$ cat src/hw/rtl/dbdrs_pkg.sv
// shared types and constants for the dual bitmap dirty rectangle scanner
// controller/datapath command and status structs, command and result codes
// no dependencies
package dbdrs_pkg;

	localparam logic [1:0] CMD_READ  = 2'd0;
	localparam logic [1:0] CMD_WRITE = 2'd1;
	localparam logic [1:0] CMD_CTRL  = 2'd2;
	localparam logic [1:0] CMD_NEXT  = 2'd3;

	localparam logic [1:0] RES_NONE  = 2'd0;
	localparam logic [1:0] RES_READ  = 2'd1;
	localparam logic [1:0] RES_FOUND = 2'd2;
	localparam logic [1:0] RES_DONE  = 2'd3;

	localparam int CTRL_SHOW_BIT = 2;
	localparam int CTRL_NMI_BIT  = 3;

	localparam int RECIP_SHIFT = 20;
	localparam int PROD_W      = 32;

	typedef struct packed {
		logic       latch;
		logic       sweep_all;
		logic       sweep_dirty;
		logic       acc_read;
		logic       wr_check;
		logic       wr_finish;
		logic       ctrl_store;
		logic       sc_start;
		logic       sc_pos;
		logic       sc_hit;
		logic       emit;
		logic [1:0] res_kind;
	} dbdrs_ctl_t;

	typedef struct packed {
		logic box_empty;
		logic row_over;
		logic col_over;
		logic dirty_hit;
		logic sel_change;
		logic sweep_last;
	} dbdrs_sts_t;

endpackage

$ cat src/hw/rtl/dbdrs_ctrl.sv
// controller state machine: sequences memory accesses, scan walk and clearing passes
// depends on dbdrs_pkg
module dbdrs_ctrl import dbdrs_pkg::*; (
	input  logic       clk,
	input  logic       arst_n,
	input  logic       start,
	input  logic [1:0] cmd,
	input  dbdrs_sts_t sts,
	output dbdrs_ctl_t ctl,
	output logic       busy,
	output logic       valid
);

	localparam logic [3:0] S_INIT     = 4'd0;
	localparam logic [3:0] S_IDLE     = 4'd1;
	localparam logic [3:0] S_RD_A     = 4'd2;
	localparam logic [3:0] S_RD_B     = 4'd3;
	localparam logic [3:0] S_WR_A     = 4'd4;
	localparam logic [3:0] S_WR_B     = 4'd5;
	localparam logic [3:0] S_WR_C     = 4'd6;
	localparam logic [3:0] S_CTRL     = 4'd7;
	localparam logic [3:0] S_SWEEP    = 4'd8;
	localparam logic [3:0] S_SC_START = 4'd9;
	localparam logic [3:0] S_SC_POS   = 4'd10;
	localparam logic [3:0] S_SC_CHK   = 4'd11;

	logic [3:0] state_q, state_d;
	logic       valid_q;

	always_comb begin
		ctl     = '0;
		state_d = state_q;
		case (state_q)
			S_INIT: begin
				ctl.sweep_all = 1'b1;
				if (sts.sweep_last) state_d = S_IDLE;
			end
			S_IDLE: begin
				if (start) begin
					ctl.latch = 1'b1;
					case (cmd)
						CMD_READ:  state_d = S_RD_A;
						CMD_WRITE: state_d = S_WR_A;
						CMD_CTRL:  state_d = S_CTRL;
						CMD_NEXT:  state_d = S_SC_START;
						default:   state_d = S_IDLE;
					endcase
				end
			end
			S_RD_A: begin
				ctl.acc_read = 1'b1;
				state_d      = S_RD_B;
			end
			S_RD_B: begin
				ctl.emit     = 1'b1;
				ctl.res_kind = RES_READ;
				state_d      = S_IDLE;
			end
			S_WR_A: begin
				ctl.acc_read = 1'b1;
				state_d      = S_WR_B;
			end
			S_WR_B: begin
				ctl.wr_check = 1'b1;
				state_d      = S_WR_C;
			end
			S_WR_C: begin
				ctl.wr_finish = 1'b1;
				ctl.emit      = 1'b1;
				ctl.res_kind  = RES_NONE;
				state_d       = S_IDLE;
			end
			S_CTRL: begin
				ctl.ctrl_store = 1'b1;
				ctl.emit       = 1'b1;
				ctl.res_kind   = RES_NONE;
				state_d        = sts.sel_change ? S_SWEEP : S_IDLE;
			end
			S_SWEEP: begin
				ctl.sweep_dirty = 1'b1;
				if (sts.sweep_last) state_d = S_IDLE;
			end
			S_SC_START: begin
				ctl.sc_start = 1'b1;
				if (sts.box_empty) begin
					ctl.emit     = 1'b1;
					ctl.res_kind = RES_DONE;
					state_d      = S_IDLE;
				end else begin
					state_d = S_SC_POS;
				end
			end
			S_SC_POS: begin
				ctl.sc_pos = 1'b1;
				if (sts.row_over) begin
					ctl.emit     = 1'b1;
					ctl.res_kind = RES_DONE;
					state_d      = S_IDLE;
				end else if (!sts.col_over) begin
					state_d = S_SC_CHK;
				end
			end
			S_SC_CHK: begin
				if (sts.dirty_hit) begin
					ctl.sc_hit   = 1'b1;
					ctl.emit     = 1'b1;
					ctl.res_kind = RES_FOUND;
					state_d      = S_IDLE;
				end else begin
					state_d = S_SC_POS;
				end
			end
			default: begin
				state_d = S_IDLE;
			end
		endcase
	end

	always_ff @(posedge clk or negedge arst_n) begin
		if (!arst_n) begin
			state_q <= S_INIT;
			valid_q <= 1'b0;
		end else begin
			state_q <= state_d;
			valid_q <= ctl.emit;
		end
	end

	assign busy  = state_q != S_IDLE;
	assign valid = valid_q;

	a_valid_after_work: assert property (@(posedge clk) disable iff (!arst_n)
		valid_q |-> $past(state_q != S_IDLE))
		else $error("result strobe without a transaction in progress");

	a_one_result: assert property (@(posedge clk) disable iff (!arst_n)
		valid_q |=> !valid_q)
		else $error("more than one result for a transaction");

endmodule

$ cat config.mk
export PLATFORM = sky130hd
export DESIGN_NAME = dbdrs_ctrl
export DESIGN_NICKNAME = d
export VERILOG_FILES = /design/src/hw/rtl/dbdrs_pkg.sv /design/src/hw/rtl/dbdrs_ctrl.sv
export SDC_FILE = /design/constraint.sdc
export NUM_CORES = 1
export LEC_CHECK = 0
export BUFFER_PORTS_ARGS = -buffer_cell sky130_fd_sc_hd__buf_4
export CAP_MARGIN = 10
export CORE_MARGIN = 4
export CORE_UTILIZATION = 46
export CTS_CLUSTER_DIAMETER = 80
export DETAILED_ROUTE_END_ITERATION = 7
export PLACE_DENSITY = 0.77
export SLEW_MARGIN = 30
export SYNTH_ARGS = -nofsm -noshare
export SYNTH_HDL_FRONTEND = slang
export SYNTH_SLANG_ARGS = --single-unit
$ cat constraint.sdc
create_clock -name clk -period 2.1 [get_ports clk]
set_clock_uncertainty 0.2 [all_clocks]
set_input_delay 0.42 -clock clk [delete_from_list [all_inputs] [get_ports clk]]
set_output_delay 0.42 -clock clk [all_outputs]
set_load 0.1 [all_outputs]
==> impl_metrics.csv, run 1 <==
group,metric,value,unit
outcome,status,"did not finish",
outcome,stop_stage,"clock tree synthesis (4_1_cts)",
outcome,toolErrorMsg,"[ERROR DPL-0038] Utilization greater than 100%, impossible to legalize",
logic_synthesis,synth_commonest_cells,"9 x nor2_1, 7 x inv_1, 5 x dfrtp_1, 5 x nor3_1",
logic_synthesis,synth_cell_types,39,
die,row_count,13,
logic_synthesis,synth-seq-area-share,19.6,%
die,start_util,49.1,%
clocking,cts_buffers,3,
logic_synthesis,syn_avg_cell_area,8.20,µm²
logic_synthesis,syn_area,639,µm²
logic_synthesis,netlist_instances,78,
logic_synthesis,yosysMostFrequentCell,"nor2_1",
clocking,cts.sinks,5,
clocking,postCtsSetupBuffers,11,
die,die_h,45.3,µm
logic_synthesis,synth_flop_cell,"dfrtp_1",
logic_synthesis,synth_edf_count,0,
clocking,ctsRootBufferMaster,"clkbuf_4",
logic_synthesis,synth_top_area_cell,"dfrtp_1",
logic_synthesis,async_flop_share,100,%
clocking,cts_resized,57,
logic_synthesis,yosys_warnings,0,
clocking,clk_path_buf_depth,2,
clocking,htree_levels,1,
die,ioPinCount,26,
place,routabilityCongestion,0.843,
logic_synthesis,yosysTopAreaCellShare,19.6,%
logic_synthesis,mappedNetlistNets,93,
place,pre_cts_slack,-0.185,ns
place,hpwl,1570,µm
place,port_buffers,25,
logic_synthesis,ys_ff_latch,5,
die,die_w,45.3,µm
logic_synthesis,synthTopCellsByArea,"dfrtp_1 20%, ha_1 7.8%, nand2b_4 6.5%",
clocking,postCtsHoldBufs,1,
[metrics by stage]
| stage | hold slack (ns) | utilization (%) | instance area, µm² | TNS [ns] | instances |
|---|---|---|---|---|---|
| global placement | 0.0212 | 79.7 | 1040 | -0.171 | 132 |
| detailed placement | 0.0238 | 79.7 | 1040 | -0.185 | 132 |
| floorplan | -0.0756 | - | 728 | -1.48 | 78 |
[logic make-up after synthesis]
family	after synthesis	synth area share, %
AOI/OAI and AO/OA	18	23.7
xor gates and xnor gates	1	1.37
adders and majority gates	4	7.83
buffers and inverters	13	10.2
DFF	5	19.6
muxes	1	1.76
and+or+nand+nor	36	35.6
==> inputs of run 2 (changes only) <==
- CORE_AREA: default -> 4 4 65 67
- CORE_MARGIN: 4 -> default
- CORE_UTILIZATION: 46 -> default
- CTS_CLUSTER_DIAMETER: 80 -> default
- DIE_AREA: default -> 0 0 69 71
- PLACE_DENSITY: 0.77 -> default
- PLACE_DENSITY_LB_ADDON: default -> 0.15
==> run 2 against run 1 <==
  * The flow now finishes, with violations (negative setup slack)
  * Area after synthesis unchanged
  * Synthesized cell count unchanged
==> impl_metrics.csv, run 2 <==
group,metric,value,unit
outcome,status,"finished with violations",
outcome,failed_checks,"negative setup slack",
critical_path,worst-path-buf-inv,3,
finish,largest_register,"state_q",
timing,slew_headroom,69.7,%
timing,rsz0062_at_grt,"yes",
logic_synthesis,synth_flop_cell,"dfrtp_1",
drt,dr.pass1.iters,4,
logic_synthesis,synthSimpleGateAreaFrac,35.6,%
drt,drt-total-wl,2220,µm
critical_path,crit_arrival,1.63,ns
clocking,cts_buffers,3,
finish,largest_register_ffs,4,
critical_path,path_cells,"buf_4, nand2b_4, or2_4, clkinvlp_4, or3_4, buf_12",
drt,route.detailed.drc,0,
critical_path,cp.required,1.48,ns
grt,grt_pass1_vias,740,
critical_path,cp_top_family,"simple AND/OR/NAND/NOR gates",
finish,nets,148,
clocking,clk_path_buf_depth,2,
timing,fin_crit,2.25,ns
timing,timing.fmax,444,MHz
logic_synthesis,synth_top_family_by_area,"simple AND/OR/NAND/NOR gates",
drt,via_count,780,
die,die_area,0.00490,mm²
finish,mostFrequentLayoutCells,"33 x buf_4, 13 x buf_12, 9 x buf_6",
logic_synthesis,synth-compound-area-share,23.7,%
logic_synthesis,muxShareOfSynthArea,1.76,%
clocking,ctsRootBufferMaster,"clkbuf_8",
finish,layoutNonFillerInstCount,180,
timing,finalCritPeriodShare,107,%
finish,area_delta_synth_final,128,%
timing,tns,-0.170,ns
logic_synthesis,synth_edf_count,0,
timing,max_slew.worst_pin.slew,0.453,ns
die,start_util,17.6,%
logic_synthesis,syn_area,639,µm²
die,die_h,71,µm
critical_path,cp_max_fo,4,
finish,layout-drive-gt1-share,67.4,%
place,port_buffers,25,
logic_synthesis,async_flop_share,100,%
logic_synthesis,syn_avg_cell_area,8.20,µm²
critical_path,cpPeakStageDelay,0.40,ns
grt,overflow,0,
hold_path,hold_class,"input pin to flip-flop",
timing,finalSetupViolCount,3,
logic_synthesis,synthXorXnorAreaFrac,1.37,%
logic_synthesis,yosys_warnings,0,
grt,grt_pass1_wl,3490,µm
logic_synthesis,synth-seq-area-share,19.6,%
clocking,cts.sinks,5,
critical_path,path_class,"flip-flop to primary output",
grt,grtUsageTotal,8.66,%
logic_synthesis,synthTopCellsByArea,"dfrtp_1 20%, ha_1 7.8%, nand2b_4 6.5%",
timing,slew_viol_final,0,
place,hpwl,1720,µm
critical_path,cpMaxStageDelayCell,"dfrtp_1",
clocking,cts_tree,"yes",
die,die_w,69,µm
logic_synthesis,yosysMostFrequentCell,"nor2_1",
clocking,worst_skew_pair.late_latency,0.22,ns
place,place_inst,165,
die,row_count,22,
clocking,htree_levels,1,
logic_synthesis,mappedNetlistNets,93,
place,routabilityCongestion,0.792,
logic_synthesis,synth_commonest_cells,"9 x nor2_1, 7 x inv_1, 5 x dfrtp_1, 5 x nor3_1",
logic_synthesis,yosysTopAreaCellShare,19.6,%
grt,antenna_found_initial,0,
finish,mostFrequentLayoutCell,"buf_4",
critical_path,critPathCaptureType,"primary output",
clocking,clk_pin_slew,0.04,ns
die,core_area,0.00363,mm²
drt,antenna_left,0,
finish,num_antenna_cells,0,
logic_synthesis,synth_cell_types,39,
grt,grt_max_degree,12,
logic_synthesis,netlist_instances,78,
logic_synthesis,ys_ff_latch,5,
drt,viasPerCell,4.33,
logic_synthesis,synth_fa_ha_area_share,7.83,%
drt,wl_per_cell,12.4,µm
die,ioPinCount,26,
critical_path,startpoint_type,"flip-flop",
drt,drtIter0Drc,26,
flow_run,cap_violations,0,
timing,worst_hold_slack,0.303,ns
timing,setup_slack,-0.153,ns
timing,hold_viol,0,
finish,fill_cells,377,
logic_synthesis,synth_top_area_cell,"dfrtp_1",
## run 2: final cells by class
cell class | count | area, µm² | share of cell area (%)
clock buffer | 3 | 41.3 | 2.83
sequential | 5 | 126 | 8.67
multi-input combinational | 60 | 576 | 39.5
inverter | 7 | 30.0 | 2.06
tap | 48 | 60.1 | 4.12
clock inverter | 1 | 5.00 | 0.343
timing repair buffer | 56 | 619 | 42.5
## run 2: kinds of logic (layout without fill, tap and decap cells)
kind of cell               Yosys count  after routing
adders and majority gates            4              4
AOI/OAI and AO/OA                   18             18
buffers and inverters               13             67
muxes                                1              1
xor gates and xnor gates             1              1
and+or+nand+nor                     36             36
DFF                                  5              5
## run 2: path summary, 6_finish.rpt
check / to / depth (start not counted) / slack (ns) / start
setup / recovery: ctl[2] / 6 / -0.15 / state_q[3]$_DFFE_PN0P_
hold / removal: state_q[3]$_DFFE_PN0P_ / 3 / 0.30 / sts[0]
setup reg to reg: state_q[0]$_DFFE_PN0P_ / 7 / 0.12 / state_q[2]$_DFFE_PN0P_
hold reg to reg: state_q[3]$_DFFE_PN0P_ / 4 / 0.65 / state_q[3]$_DFFE_PN0P_
max in group asynchronous: state_q[1]$_DFFE_PN0P_ / 2 / 1.25 / arst_n
min in group asynchronous: state_q[0]$_DFFE_PN0P_ / 2 / 0.34 / arst_n
## run 2: per-stage QoR
| stage | worst slack (ns) | utilization (%) | cell area, µm² |
|---|---|---|---|
| 3_5_place_dp | -0.168 | 29.7 | 1080 |
| 2_1_floorplan | -0.426 | - | 728 |
| 3_3_place_gp | -0.161 | 29.7 | 1080 |
| 6_report | -0.153 | 40.1 | 1460 |
| 4_1_cts | -0.177 | 34.0 | 1230 |
| 5_1_grt | -0.233 | 40.1 | 1460 |
## run 2: layer usage
| layer | vias up | GRT usage (%) | wire (µm) |
|---|---|---|---|
| met5 | - | 0 | 0 |
| met4 | 0 | 1.95 | 15 |
| met3 | 2 | 2.70 | 86 |
| met2 | 17 | 15.4 | 1150 |
| met1 | 375 | 10.2 | 970 |
| li1 | 386 | - | - |
## run 2: timing repair
action                                  CTS  global route
resized for setup                        25            37
hold buffers                              1             0
setup buffers                             1            10
endpoints found under the setup margin   11            12
pin swaps                                 1             6
endpoints found under the hold margin     5             0
## run 2: tightest hold or removal path, delay by kind of cell
kind	cells	cell delay, ns
AO/OA/AOI/OAI	2	0.17
buffers and inverters	1	0.08
Power of run 2 is not shown: default switching activity piles up to over one toggle a cycle in this logic, so the estimate is an artifact.
==> inputs of run 3 (changes only) <==
- BUFFER_PORTS_ARGS: -buffer_cell sky130_fd_sc_hd__buf_4 -> -buffer_cell sky130_fd_sc_hd__buf_2
- SKIP_CTS_REPAIR_TIMING: default -> 1
==> run 3 against run 2 <==
  * Non-clock buffer count down 1
  * Critical path type unchanged
  * The flow still finishes with violations (negative setup slack)
  * Utilization down 0.34 points
  * Global-route usage down 0.21 points
  * Die area unchanged
==> impl_metrics.csv, run 3 (same netlist as run 2, synthesis figures left out) <==
group,metric,value,unit
clocking,ctsRootBufferMaster,"clkbuf_8",
timing,slew_headroom,68.0,%
drt,drt-total-wl,2140,µm
clocking,cts.sinks,5,
critical_path,path_class,"flip-flop to primary output",
hold_path,hold_depth,3,
timing,finalSetupViolCount,5,
die,die_h,71,µm
timing,max_slew.worst_pin.slew,0.483,ns
finish,largest_register_ffs,4,
die,die_area,0.00490,mm²
timing,fin_crit,2.26,ns
grt,antenna_found_initial,0,
grt,overflow,0,
finish,utilization,39.8,%
critical_path,startpoint_type,"flip-flop",
clocking,worst_skew_pair.late_latency,0.22,ns
finish,largest_register,"state_q",
grt,grtUsageTotal,8.46,%
place,hpwl,1740,µm
clocking,cts_buffers,3,
grt,grt_max_degree,12,
die,start_util,17.6,%
place,routabilityCongestion,0.749,
timing,finalCritPeriodShare,108,%
die,row_count,22,
die,core_area,0.00363,mm²
timing,slew_viol_final,0,
finish,mostFrequentLayoutCells,"23 x buf_4, 15 x buf_12, 11 x buf_2",
timing,rsz0062_at_grt,"yes",
grt,grt_pass1_wl,3410,µm
drt,viasPerCell,4.22,
timing,hold_viol,0,
clocking,clk_path_buf_depth,2,
finish,area_delta_synth_final,126,%
finish,num_antenna_cells,0,
outcome,status,"finished with violations",
drt,antenna_left,0,
outcome,failed_checks,"negative setup slack",
timing,setup_slack,-0.162,ns
finish,layout-drive-gt1-share,65.6,%
finish,mostFrequentLayoutCell,"buf_4",
finish,nets,147,
drt,dr.pass1.iters,4,
critical_path,crit_arrival,1.64,ns
drt,via_count,755,
critical_path,reg2regPathDepth,7,
clocking,htree_levels,1,
place,port_buffers,25,
grt,grt_pass1_vias,724,
drt,drtIter0Drc,11,
hold_path,hold_class,"input pin to flip-flop",
critical_path,cp.required,1.48,ns
drt,route.detailed.drc,0,
die,die_w,69,µm
clocking,cts_tree,"yes",
die,ioPinCount,26,
critical_path,critPathCaptureType,"primary output",
timing,timing.fmax,442,MHz
flow_run,cap_violations,0,
critical_path,cp_max_fo,4,
clocking,clk_pin_slew,0.04,ns
drt,wl_per_cell,11.9,µm
## run 3: area by class of cell
cell class	instances	area, µm²
clock buffer	3	41.3
clock inverter	1	5.00
fill	373	2190
inverter	7	30.0
multi-input combinational	60	574
sequential	5	126
tap	48	60.1
timing repair buffer	55	608
## run 3: per-stage QoR
| step | cell area (µm²) | cells | worst slack, ns | TNS [ns] | hold slack, ns |
|---|---|---|---|---|---|
| 2_1_floorplan | 728 | 78 | -0.426 | -1.48 | -0.0756 |
| 3_3_place_gp | 1230 | 168 | -0.216 | -0.216 | 0.0425 |
| 3_5_place_dp | 1230 | 168 | -0.227 | -0.227 | 0.0407 |
| 4_1_cts | 1280 | 172 | -0.338 | -1.02 | -0.196 |
| 5_1_grt | 1450 | 179 | -0.218 | -0.767 | 0.322 |
| 6_report | 1450 | 179 | -0.162 | -0.298 | 0.312 |
## run 3: per-layer routing
metal | share of wire, % | track usage (%) | vias to the layer above
met3 | 3.5 | 2.13 | 2
met4 | 0.65 | 2.60 | 0
li1 | - | - | 383
met2 | 50 | 13.6 | 19
met5 | 0 | 0 | -
met1 | 46 | 11.1 | 351
## run 3: path summary, 6_finish.rpt
path | from | end | slack [ns]
max | state_q[3]$_DFFE_PN0P_ | ctl[2] | -0.16
min | sts[0] | state_q[3]$_DFFE_PN0P_ | 0.31
max reg2reg | state_q[1]$_DFFE_PN0P_ | state_q[0]$_DFFE_PN0P_ | 0.17
min reg2reg | state_q[3]$_DFFE_PN0P_ | state_q[3]$_DFFE_PN0P_ | 0.55
max in group asynchronous | arst_n | state_q[1]$_DFFE_PN0P_ | 1.21
min in group asynchronous | arst_n | state_q[0]$_DFFE_PN0P_ | 0.35
## run 3: critical path, cell delays in order, from the launching register on
cell     delay, ns
dfrtp_1       0.40
and3b_1       0.17
o21ai_1       0.11
buf_4         0.13
a21oi_4       0.05
or3_4         0.38
buf_12        0.18
Power of run 3 is left out for the same reason.
